File: config.mk
export PLATFORM = sky130hd
export DESIGN_NAME = bmp_to_rgb565_decoder_unit
export DESIGN_NICKNAME = d
export VERILOG_FILES = /design/src/rtl/bmpdec_pkg.sv /design/src/rtl/bmp_to_rgb565_decoder_unit.sv
export SDC_FILE = /design/constraint.sdc
export NUM_CORES = 1
export LEC_CHECK = 0
export ABC_AREA = 1
export BUFFER_PORTS_ARGS = -buffer_cell sky130_fd_sc_hd__buf_2
export CORE_MARGIN = 3
export CORE_UTILIZATION = 45
export CTS_CLUSTER_DIAMETER = 50
export DETAILED_ROUTE_END_ITERATION = 8
export PLACE_DENSITY = 0.64
export SLEW_MARGIN = 20
export SYNTH_ARGS = -nofsm -noshare
export SYNTH_HDL_FRONTEND = slang
export SYNTH_SLANG_ARGS = --single-unit
File: constraint.sdc
create_clock -name clock -period 15 [get_ports clock]
set_input_delay 2.25 -clock clock [delete_from_list [all_inputs] [get_ports clock]]
set_output_delay 2.25 -clock clock [all_outputs]
set_load 0.03 [all_outputs]
File: src/rtl/bmpdec_pkg.sv
// ----------------------------------------------------------------------------
// bmpdec_pkg
// Shared types and constants for the 32-bit BMP to RGB565 decoder.
// ----------------------------------------------------------------------------
package bmpdec_pkg;

   localparam int MAX_WIDTH_DEFAULT  = 512;
   localparam int MAX_HEIGHT_DEFAULT = 512;

   localparam int          HEADER_BYTES = 54;
   localparam logic [15:0] SIGNATURE    = 16'h4D42;
   localparam logic [31:0] INFO_SIZE    = 32'd40;
   localparam logic [15:0] BIT_COUNT    = 16'd32;

   localparam logic [1:0] KIND_PIXEL  = 2'd0;
   localparam logic [1:0] KIND_HEADER = 2'd1;
   localparam logic [1:0] KIND_ERROR  = 2'd2;

   localparam logic [2:0] ERR_NONE        = 3'd0;
   localparam logic [2:0] ERR_SIGNATURE   = 3'd1;
   localparam logic [2:0] ERR_INFO_SIZE   = 3'd2;
   localparam logic [2:0] ERR_DEPTH       = 3'd3;
   localparam logic [2:0] ERR_COMPRESSION = 3'd4;
   localparam logic [2:0] ERR_TOO_LARGE   = 3'd5;
   localparam logic [2:0] ERR_TRUNCATED   = 3'd6;

   typedef struct packed {
      logic [7:0] data_byte;
      logic       end_of_file;
   } req_word_type;

   typedef struct packed {
      logic [1:0]  result_kind;
      logic [17:0] pixel_address;
      logic [15:0] pixel_value;
      logic [9:0]  image_width;
      logic [9:0]  image_height;
      logic [2:0]  error_code;
      logic        is_last;
   } rsp_word_type;

endpackage

File: src/rtl/bmp_to_rgb565_decoder_unit.sv
// ----------------------------------------------------------------------------
// bmp_to_rgb565_decoder_unit
// Streams a 32-bit uncompressed BMP file and produces RGB565 frame writes.
// ----------------------------------------------------------------------------
// Takes one file byte per cycle, sustained, and answers in the cycle after
// the byte is taken. The 54-byte header is checked on its last byte, which
// yields a header word (width, absolute height) or an error word. Bytes up to
// the pixel offset are dropped; every fourth pixel byte yields a pixel write
// whose address flips bottom-up rows. The only limit on rate is the single
// result register: while it holds a word and rsp_stall is high, req_stall is
// high. After an error or the end of the image, bytes are dropped until the
// byte marked end_of_file, which returns the block to its reset state.
// ----------------------------------------------------------------------------
module bmp_to_rgb565_decoder_unit #(
   parameter int MAX_WIDTH  = bmpdec_pkg::MAX_WIDTH_DEFAULT,
   parameter int MAX_HEIGHT = bmpdec_pkg::MAX_HEIGHT_DEFAULT
) (
   input  logic                     clock,
   input  logic                     reset,
   input  logic                     req_valid,
   output logic                     req_stall,
   input  bmpdec_pkg::req_word_type req_word,
   output logic                     rsp_valid,
   input  logic                     rsp_stall,
   output bmpdec_pkg::rsp_word_type rsp_word
);

   localparam int CW = $clog2(MAX_WIDTH + 1);
   localparam int RW = $clog2(MAX_HEIGHT + 1);
   localparam int SW = (CW + RW + 1 > 18) ? (CW + RW + 1) : 18;

   localparam logic [2:0] PH_HEADER = 3'd0;
   localparam logic [2:0] PH_SKIP   = 3'd1;
   localparam logic [2:0] PH_PIXELS = 3'd2;
   localparam logic [2:0] PH_DONE   = 3'd3;
   localparam logic [2:0] PH_ERROR  = 3'd4;

   logic [2:0]  phase_ff, phase_in;
   logic [31:0] byte_count_ff, byte_count_in;
   logic [15:0] sig_ff, sig_in;
   logic [15:0] bpp_ff, bpp_in;
   logic [31:0] offset_ff, offset_in;
   logic [31:0] info_ff, info_in;
   logic [31:0] width_raw_ff, width_raw_in;
   logic [31:0] height_raw_ff, height_raw_in;
   logic [31:0] compress_ff, compress_in;
   logic [CW-1:0] width_ff, width_in;
   logic [RW-1:0] height_ff, height_in;
   logic [CW-1:0] column_ff, column_in;
   logic [RW-1:0] row_ff, row_in;
   logic [1:0]  channel_ff, channel_in;
   logic [4:0]  blue_ff, blue_in;
   logic [5:0]  green_ff, green_in;
   logic [4:0]  red_ff, red_in;
   logic        bottom_up_ff, bottom_up_in;
   logic        rsp_valid_ff, rsp_valid_in;
   bmpdec_pkg::rsp_word_type rsp_word_ff, rsp_word_in;

   logic        accept;
   logic [5:0]  pos;
   logic [1:0]  lane;
   logic [31:0] abs_height;
   logic [2:0]  check_code;
   logic        err_out;
   logic        fire;
   bmpdec_pkg::rsp_word_type out_word;
   logic [RW-1:0] mem_row;
   logic [SW-1:0] addr_full;
   logic [CW:0]   column_next;
   logic [RW:0]   row_next;

   assign req_stall = rsp_valid_ff & rsp_stall;
   assign accept    = req_valid & ~req_stall;
   assign rsp_valid = rsp_valid_ff;
   assign rsp_word  = rsp_word_ff;

   assign pos  = byte_count_ff[5:0];
   assign abs_height = height_raw_ff[31] ? (32'd0 - height_raw_ff) : height_raw_ff;

   always_comb begin
      if (sig_ff != bmpdec_pkg::SIGNATURE) begin
         check_code = bmpdec_pkg::ERR_SIGNATURE;
      end else if (info_ff != bmpdec_pkg::INFO_SIZE) begin
         check_code = bmpdec_pkg::ERR_INFO_SIZE;
      end else if (bpp_ff != bmpdec_pkg::BIT_COUNT) begin
         check_code = bmpdec_pkg::ERR_DEPTH;
      end else if (compress_ff != 32'd0) begin
         check_code = bmpdec_pkg::ERR_COMPRESSION;
      end else if (width_raw_ff[31] || (width_raw_ff > 32'(MAX_WIDTH))) begin
         check_code = bmpdec_pkg::ERR_TOO_LARGE;
      end else if (abs_height > 32'(MAX_HEIGHT)) begin
         check_code = bmpdec_pkg::ERR_TOO_LARGE;
      end else if (offset_ff < 32'(bmpdec_pkg::HEADER_BYTES)) begin
         check_code = bmpdec_pkg::ERR_TRUNCATED;
      end else begin
         check_code = bmpdec_pkg::ERR_NONE;
      end
   end

   assign mem_row     = bottom_up_ff ? (height_ff - RW'(1) - row_ff) : row_ff;
   assign addr_full   = SW'(column_ff) + SW'(width_ff) * SW'(mem_row);
   assign column_next = {1'b0, column_ff} + (CW+1)'(1);
   assign row_next    = {1'b0, row_ff} + (RW+1)'(1);

   always_comb begin
      phase_in      = phase_ff;
      byte_count_in = byte_count_ff;
      sig_in        = sig_ff;
      bpp_in        = bpp_ff;
      offset_in     = offset_ff;
      info_in       = info_ff;
      width_raw_in  = width_raw_ff;
      height_raw_in = height_raw_ff;
      compress_in   = compress_ff;
      width_in      = width_ff;
      height_in     = height_ff;
      column_in     = column_ff;
      row_in        = row_ff;
      channel_in    = channel_ff;
      blue_in       = blue_ff;
      green_in      = green_ff;
      red_in        = red_ff;
      bottom_up_in  = bottom_up_ff;
      rsp_valid_in  = rsp_valid_ff & rsp_stall;
      rsp_word_in   = rsp_word_ff;
      out_word      = '0;
      fire          = 1'b0;
      err_out       = 1'b0;
      lane          = 2'd0;

      if (accept) begin
         unique case (phase_ff)
            PH_HEADER: begin
               byte_count_in = byte_count_ff + 32'd1;
               case (pos) inside
                  [6'd0:6'd1]: begin
                     sig_in[8*pos[0] +: 8] = req_word.data_byte;
                  end
                  [6'd10:6'd13]: begin
                     lane = 2'(pos - 6'd10);
                     offset_in[8*lane +: 8] = req_word.data_byte;
                  end
                  [6'd14:6'd17]: begin
                     lane = 2'(pos - 6'd14);
                     info_in[8*lane +: 8] = req_word.data_byte;
                  end
                  [6'd18:6'd21]: begin
                     lane = 2'(pos - 6'd18);
                     width_raw_in[8*lane +: 8] = req_word.data_byte;
                  end
                  [6'd22:6'd25]: begin
                     lane = 2'(pos - 6'd22);
                     height_raw_in[8*lane +: 8] = req_word.data_byte;
                  end
                  [6'd28:6'd29]: begin
                     bpp_in[8*pos[0] +: 8] = req_word.data_byte;
                  end
                  [6'd30:6'd33]: begin
                     lane = 2'(pos - 6'd30);
                     compress_in[8*lane +: 8] = req_word.data_byte;
                  end
                  default: begin
                  end
               endcase
               if (byte_count_ff == 32'(bmpdec_pkg::HEADER_BYTES - 1)) begin
                  fire = 1'b1;
                  if (check_code != bmpdec_pkg::ERR_NONE) begin
                     out_word.result_kind = bmpdec_pkg::KIND_ERROR;
                     out_word.error_code  = check_code;
                     phase_in = PH_ERROR;
                     err_out  = 1'b1;
                  end else begin
                     out_word.result_kind  = bmpdec_pkg::KIND_HEADER;
                     out_word.image_width  = width_raw_ff[9:0];
                     out_word.image_height = abs_height[9:0];
                     width_in     = width_raw_ff[CW-1:0];
                     height_in    = abs_height[RW-1:0];
                     bottom_up_in = (height_raw_ff != 32'd0) && !height_raw_ff[31];
                     if ((width_raw_ff == 32'd0) || (abs_height == 32'd0)) begin
                        phase_in = PH_DONE;
                     end else if (offset_ff > 32'(bmpdec_pkg::HEADER_BYTES)) begin
                        phase_in = PH_SKIP;
                     end else begin
                        phase_in = PH_PIXELS;
                     end
                  end
               end
            end
            PH_SKIP: begin
               byte_count_in = byte_count_ff + 32'd1;
               if (byte_count_in >= offset_ff) begin
                  phase_in = PH_PIXELS;
               end
            end
            PH_PIXELS: begin
               case (channel_ff)
                  2'd0: begin
                     blue_in    = req_word.data_byte[7:3];
                     channel_in = 2'd1;
                  end
                  2'd1: begin
                     green_in   = req_word.data_byte[7:2];
                     channel_in = 2'd2;
                  end
                  2'd2: begin
                     red_in     = req_word.data_byte[7:3];
                     channel_in = 2'd3;
                  end
                  default: begin
                     channel_in = 2'd0;
                     fire       = 1'b1;
                     out_word.result_kind   = bmpdec_pkg::KIND_PIXEL;
                     out_word.pixel_address = addr_full[17:0];
                     out_word.pixel_value   = {red_ff, green_ff, blue_ff};
                     column_in = column_next[CW-1:0];
                     if (column_next >= {1'b0, width_ff}) begin
                        column_in = '0;
                        row_in    = row_next[RW-1:0];
                        if (row_next >= {1'b0, height_ff}) begin
                           out_word.is_last = 1'b1;
                           phase_in = PH_DONE;
                        end
                     end
                  end
               endcase
            end
            default: begin
            end
         endcase

         if (req_word.end_of_file) begin
            if (!err_out && ((phase_in == PH_HEADER) || (phase_in == PH_SKIP) ||
                             (phase_in == PH_PIXELS))) begin
               fire     = 1'b1;
               out_word = '0;
               out_word.result_kind = bmpdec_pkg::KIND_ERROR;
               out_word.error_code  = bmpdec_pkg::ERR_TRUNCATED;
            end
            phase_in      = PH_HEADER;
            byte_count_in = '0;
            column_in     = '0;
            row_in        = '0;
            channel_in    = 2'd0;
            bottom_up_in  = 1'b0;
         end

         if (fire) begin
            rsp_valid_in = 1'b1;
            rsp_word_in  = out_word;
         end
      end
   end

   always_ff @(posedge clock) begin
      if (reset) begin
         phase_ff      <= PH_HEADER;
         byte_count_ff <= '0;
         column_ff     <= '0;
         row_ff        <= '0;
         channel_ff    <= 2'd0;
         bottom_up_ff  <= 1'b0;
         rsp_valid_ff  <= 1'b0;
      end else begin
         phase_ff      <= phase_in;
         byte_count_ff <= byte_count_in;
         column_ff     <= column_in;
         row_ff        <= row_in;
         channel_ff    <= channel_in;
         bottom_up_ff  <= bottom_up_in;
         rsp_valid_ff  <= rsp_valid_in;
      end
   end

   always_ff @(posedge clock) begin
      sig_ff        <= sig_in;
      bpp_ff        <= bpp_in;
      offset_ff     <= offset_in;
      info_ff       <= info_in;
      width_raw_ff  <= width_raw_in;
      height_raw_ff <= height_raw_in;
      compress_ff   <= compress_in;
      width_ff      <= width_in;
      height_ff     <= height_in;
      blue_ff       <= blue_in;
      green_ff      <= green_in;
      red_ff        <= red_in;
      rsp_word_ff   <= rsp_word_in;
   end

endmodule
==> results of run 1 <==
state kept, by name, indices dropped and copies added, names as in the netlist, 16 cells and up:
signal,flops
bpp_ff,16
info_ff,32
width_raw_ff,32
height_raw_ff,32
sig_ff,16
rsp_word,60
offset_ff,32
compress_ff,32
byte_count_ff,32
worst max-delay path: cells and delay by family, from the launching register on:
family                     cells  cell delay (ns)
xor gates and xnor gates       2             0.37
buffers and inverters          6             0.52
and+or+nand+nor               14             1.16
AOI/OAI and AO/OA              8             1.52
adders and majority gates      8             3.55
DFF                            1             0.38
final cells by class:
type                            instances  area, um2  share of cell area, %
Timing Repair Buffer                   88        475                   2.10
Clock inverter                         24        304                   1.34
Tap cell                              592        741                   3.27
Multi-Input combinational cell       1326       8790                   38.8
Inverter                              375       1410                   6.21
Clock buffer                           52       1120                   4.94
Sequential cell                       347       9830                   43.4
worst paths after layout:
kind,startpoint,end,slack (ns),cells after the start
max,row_ff[0],rsp_word[56],7.24,38
min,width_raw_ff[7],width_ff[7],0.46,0
max reg2reg,row_ff[0],rsp_word[56],7.24,38
min reg2reg,width_raw_ff[7],width_ff[7],0.46,0
Yosys cell counts (11+ instances only):
cell      number  area, um2
nand2_1      378       1420
inv_1        366       1370
edfxtp_1     288       8650
nor2_1       231        867
ha_1         122       1530
a21oi_1       94        470
fa_1          72       1440
nand3_1       61        305
dfxtp_1       59       1180
xor2_1        50        438
nor2_4        41        462
o21ai_0       39        195
nor4_1        33        206
nor3_1        30        150
nand4_1       25        156
nor2_2        25        156
clkbuf_1      23       86.3
a211oi_1      19        143
nand3b_1      19        143
xnor2_1       18        158
nand2_2       11       68.8
cells by family (layout without fill, tap and decap cells):
family,after synthesis,in the layout,synth area share [%]
fa+ha+maj,194,194,14.7
xor+xnor,68,68,2.94
simple gates,873,873,20.3
buf+inv,412,539,8.04
flops,347,347,48.6
compound gates,191,191,5.50
per-stage QoR:
| stage | util, % | total power [uW] |
|---|---|---|
| CTS | 51.1 | 2290 |
| finish | 51.1 | 2270 |
| global route | 51.1 | 2350 |
| global placement | 47.9 | 1250 |
| floorplan | - | 1200 |
| detailed placement | 47.9 | 1260 |
layer usage:
metal	vias up	share of wire (%)
li1	7011	-
met2	379	49
met4	0	3.7
met3	99	5.1
met1	6910	42
met5	-	0
power by group:
group	switching (uW)	internal (uW)	total (uW)	leakage, uW
logic	126	49.9	176	0.00569
clock network	412	624	1040	0.000686
registers	5.26	1050	1060	0.00323
total	543	1730	2270	0.00961
==> impl_results.md, run 1 <==
* GR Util met2 at 36.5%
* # diodes at 0
* Req. time, crit path at 15.29 ns
* EDFF count, synth at approximately 290
* Final Max Slew Viols at 0
* # placed instances at approximately 2,700
* Final Hold Vio Count at 0
* Layout overhead on the synthesized area at 12.0%
* CP most frequent cell: nand2_1
* Setup TNS Final at 0 ns
* Crit path launch type: register
* Post-route cell area at between 20,000 and 25,000 um2
* Vias per std cell at 5.14
* Max-slew headroom at 28.9%
* DR DRC count at 0
* CP Capture Type: register
* Syn_nets at 2,292
* Status: finished, final reports clean
* CP arrival at just over 8 ns
* Post-synthesis sequential element count at 347
* Met3 Resource Use GR at ~2.7%
* Final Skew at 0.0246 ns
* CTS tree: built
* Worst vdd ir at 112 uV
* Final Wtd Congestion at between 0.9 and 1
* Grt ovf at 0
* PD cells at approximately 100 nW/um2
* Die area at approximately 48,000 um2
* Layout cell share with drive strength beyond 1 at around 11%
* Root Buffer: clkbuf_16
* Yosys cell types at 54
* Placed inst area at 21,200 um2
* Hold/Removal Path Class: reg -> reg
* # fillers at 4,084
* Slew at the pin with the worst max-slew slack at 1.06 ns
* Antenna viol nets, final at 0
* CTS max path bufs at 3
* Post-Synthesis Cells at 2,085
* Final period util at 51.7%
* Crit-path max FO at 6
* Commonest non-fill, non-tap cell in the layout: nand2_1
* GR Util All Layers at 21.1%
* Crit path kind: reg -> reg
* Max Freq at 0.129 GHz
* DRT Pass-1 Iters at 5
* FP Rows at 77
* Post-synthesis sequential area ratio at 48.6%
* Setup bufs post-CTS at 0
* Worst skew pair latency at 0.57 ns
* Non-Filler Instances at 2,804
* # resized after CTS at 0
* Top FF cell, synth: edfxtp_1
* Largest stage delay on the critical path at about 0.55 ns
* Setup WS post-layout at 7.24 ns
* Hold-fix buffers, CTS at 0
* Core area at about 44,000 um2
* Worst hold slack at 0.460 ns
* Highest-delay cell along the critical path: fa_1
* Leakage at 0.00961 uW
* Antenna violations before repair at 0
* # clock sinks at 347
* H-tree depth at 2
* Yosys warns at 0
* Asr flop ratio synth at 0%
* Die height at roughly 220 um
* WL/cell at about 18 um
* Clk slew on worst S/H paths at approximately 0.06 ns
* Final setup violating endpoints at 0
* Largest net degree at the start of global routing at between 50 and 60
* Die Width at 218 um
* CTS Buf Count at between 40 and 50
* Final wirelength at 49,500 um
* IO Count at 75
* Initial Util at a little under half
* Tmin final at 7.76 ns
* Max cap viols at 0
* Met1 Track Usage GR at 26.9%
* IO buf count at 74
* Number of global-route vias before repair at ~14,000
* Most used routing layer: met2
* First-pass GRT wire length at 77,900 um
* DP Wirelength at 37,600 um
* RSZ-0062 raised after global routing: false
* DP Worst Slack at 7.28 ns
* Mapped Area at 20,200 um2
* Nets at 2,387
* Post-Syn Area per Cell at 9.71 um2
* Via count at 14,400
* Commonest non-fill, non-tap cells in the layout: nand2_1 (378), inv_1 (365), edfxtp_1 (288)
* Iter 0 DRT Violations at 1,050
Note: power is estimated with default switching activity, not from simulation.
==> run 2: changes to the inputs <==
clock period = 7.8 ns   (was 15 ns; I/O delays follow)
==> impl_results.md, run 2 (synthesized netlist as in run 1, its figures left out) <==
* Initial Util at about 46%
* Die Width at 218 um
* Worst R2R End: rsp_word[56]
* Antenna viol nets, final at 0
* Iter 0 DRT Violations at just over 1,000
* GR Util All Layers at 20.8%
* Final setup violating endpoints at 0
* Crit path kind: reg -> reg
* Tmin final at 7.24 ns
* Number of global-route vias before repair at 14,000
* Worst R2R Path Depth at 40
* Nets at 2,396
* Die area at ~48,000 um2
* DR DRC count at 0
* Footprint of the multi-input gates at roughly 8800 um2
* Highest-delay cell along the critical path: fa_1
* DRT Pass-1 Iters at 5
* FF+latch area at 9830 um2
* Final Wtd Congestion at 0.914
* H-tree depth at 2
* Hold-fix buffers, CTS at 0
* Clk slew on worst S/H paths at about 0.06 ns
* Die height at 218 um
* First-pass GRT wire length at roughly 77,000 um
* Largest register FFs at 60
* DP Wirelength at around 38,000 um
* CP Capture Type: register
* IO buf count at 74
* CP most frequent cell: nand2_1
* CTS Buf Count at 42
* # clock sinks at 347
* Commonest non-fill, non-tap cell in the layout: nand2_1
* Util after Layout at 51.3%
* HP Start: width_raw_ff[5]
* # diodes at 0
* Hold/Removal Path Class: reg -> reg
* R2r setup slk at 0.56 ns
* Final Hold Vio Count at 0
* IO Count at 75
* Final Skew at 0.0364 ns
* CTS max path bufs at 3
* Leakage at 0.00964 uW
* Hold depth at 0
* Core area at 44,300 um2
* Grt ovf at 0
* Worst skew pair latency at ~0.57 ns
* Hold Path Sink: width_ff[5]
* WL/cell at 17.5 um
* Final period util at between 90 and 100%
* Layout overhead on the synthesized area at 12.4%
* Max cap viols at 0
* Final Max Slew Viols at 0
* RSZ-0062 raised after global routing: false
* CP arrival at 7.54 ns
* Crit-path max FO at 5
* Max Freq at 0.138 GHz
* Power, Total at 4350 uW
* # fillers at 4,045
* Status: finished, final reports clean
* Vias per std cell at 5.11
* Via count at around 14,000
* Largest stage delay on the critical path at approximately 0.57 ns
* Antenna violations before repair at 1
* Final wirelength at 49,300 um
* Worst vdd ir at around 250 uV
* Largest net degree at the start of global routing at 57
* Layout cell share with drive strength beyond 1 at 12.3%
* Root Buffer: clkbuf_16
* Setup TNS Final at 0 ns
* Slew at the pin with the worst max-slew slack at 1.16 ns
* CTS tree: built
* PD cells at 191 nW/um2
* Req. time, crit path at 8.10 ns
* Crit path launch type: register
* Max-slew headroom at 21.8%
* Commonest non-fill, non-tap cells in the layout: nand2_1 (377), inv_1 (364), edfxtp_1 (288)
* FP Rows at 77
* RR Startpoint: row_ff[0]
==> run 2: layout make-up <==
cell class                      instances  area share [%]
Tap cell                              592            3.26
Inverter                              375            6.19
Timing Repair Buffer                   97            2.39
Clock buffer                           51            4.90
Clock inverter                         24            1.30
Sequential cell                       347            43.2
Multi-Input combinational cell       1326            38.8
==> run 2: power by group <==
part           switching, uW  total (uW)  internal (uW)
Clock                    780        1980           1200
Sequential              9.80        2030           2020
Combinational            243         342           99.1
==> run 2: worst max path at each step <==
stage              start      endpoint  slack (ns)  cells after the start
5_1_grt        row_ff[0]  rsp_word[56]        0.02                     40
3_5_place_dp   row_ff[0]  rsp_word[56]        0.21                     38
4_1_cts        row_ff[0]  rsp_word[56]        0.20                     38
3_3_place_gp   row_ff[0]  rsp_word[56]        0.31                     38
2_1_floorplan  row_ff[0]  rsp_word[56]        0.70                     38
6_report       row_ff[0]  rsp_word[56]        0.56                     40
==> run 2: timing repair <==
item / 4_1_cts / 5_1_grt
endpoints found under the setup margin: 0 / 4
resized for setup: 0 / 12
buffers inserted: 0 / 5
==> run 2: critical path: cells and delay by family, from the launching register on <==
kind	cells	cell delay [ns]
adder cells (fa/ha/maj)	8	3.50
AND/OR/NAND/NOR	16	1.26
buffers and inverters	6	0.41
flip-flops	1	0.36
AO/OA/AOI/OAI	8	1.05
XOR/XNOR	2	0.38
==> run 2: metal layers <==
metal	GRT usage [%]	wire, um	up-vias
li1	-	-	7033
met1	27.0	21400	6946
met2	36.3	24400	313
met3	3.24	2240	76
met4	5.96	1230	0
met5	0	0	-
==> run 2: metrics by stage <==
step	area, um2	setup slack [ns]	cells	hold WS [ns]
2_1_floorplan	20200	0.704	2085	0.426
3_3_place_gp	21300	0.309	2732	0.445
3_5_place_dp	21300	0.206	2732	0.432
4_1_cts	22700	0.203	2807	0.445
5_1_grt	22700	0.0182	2812	0.472
6_report	22700	0.559	2812	0.444
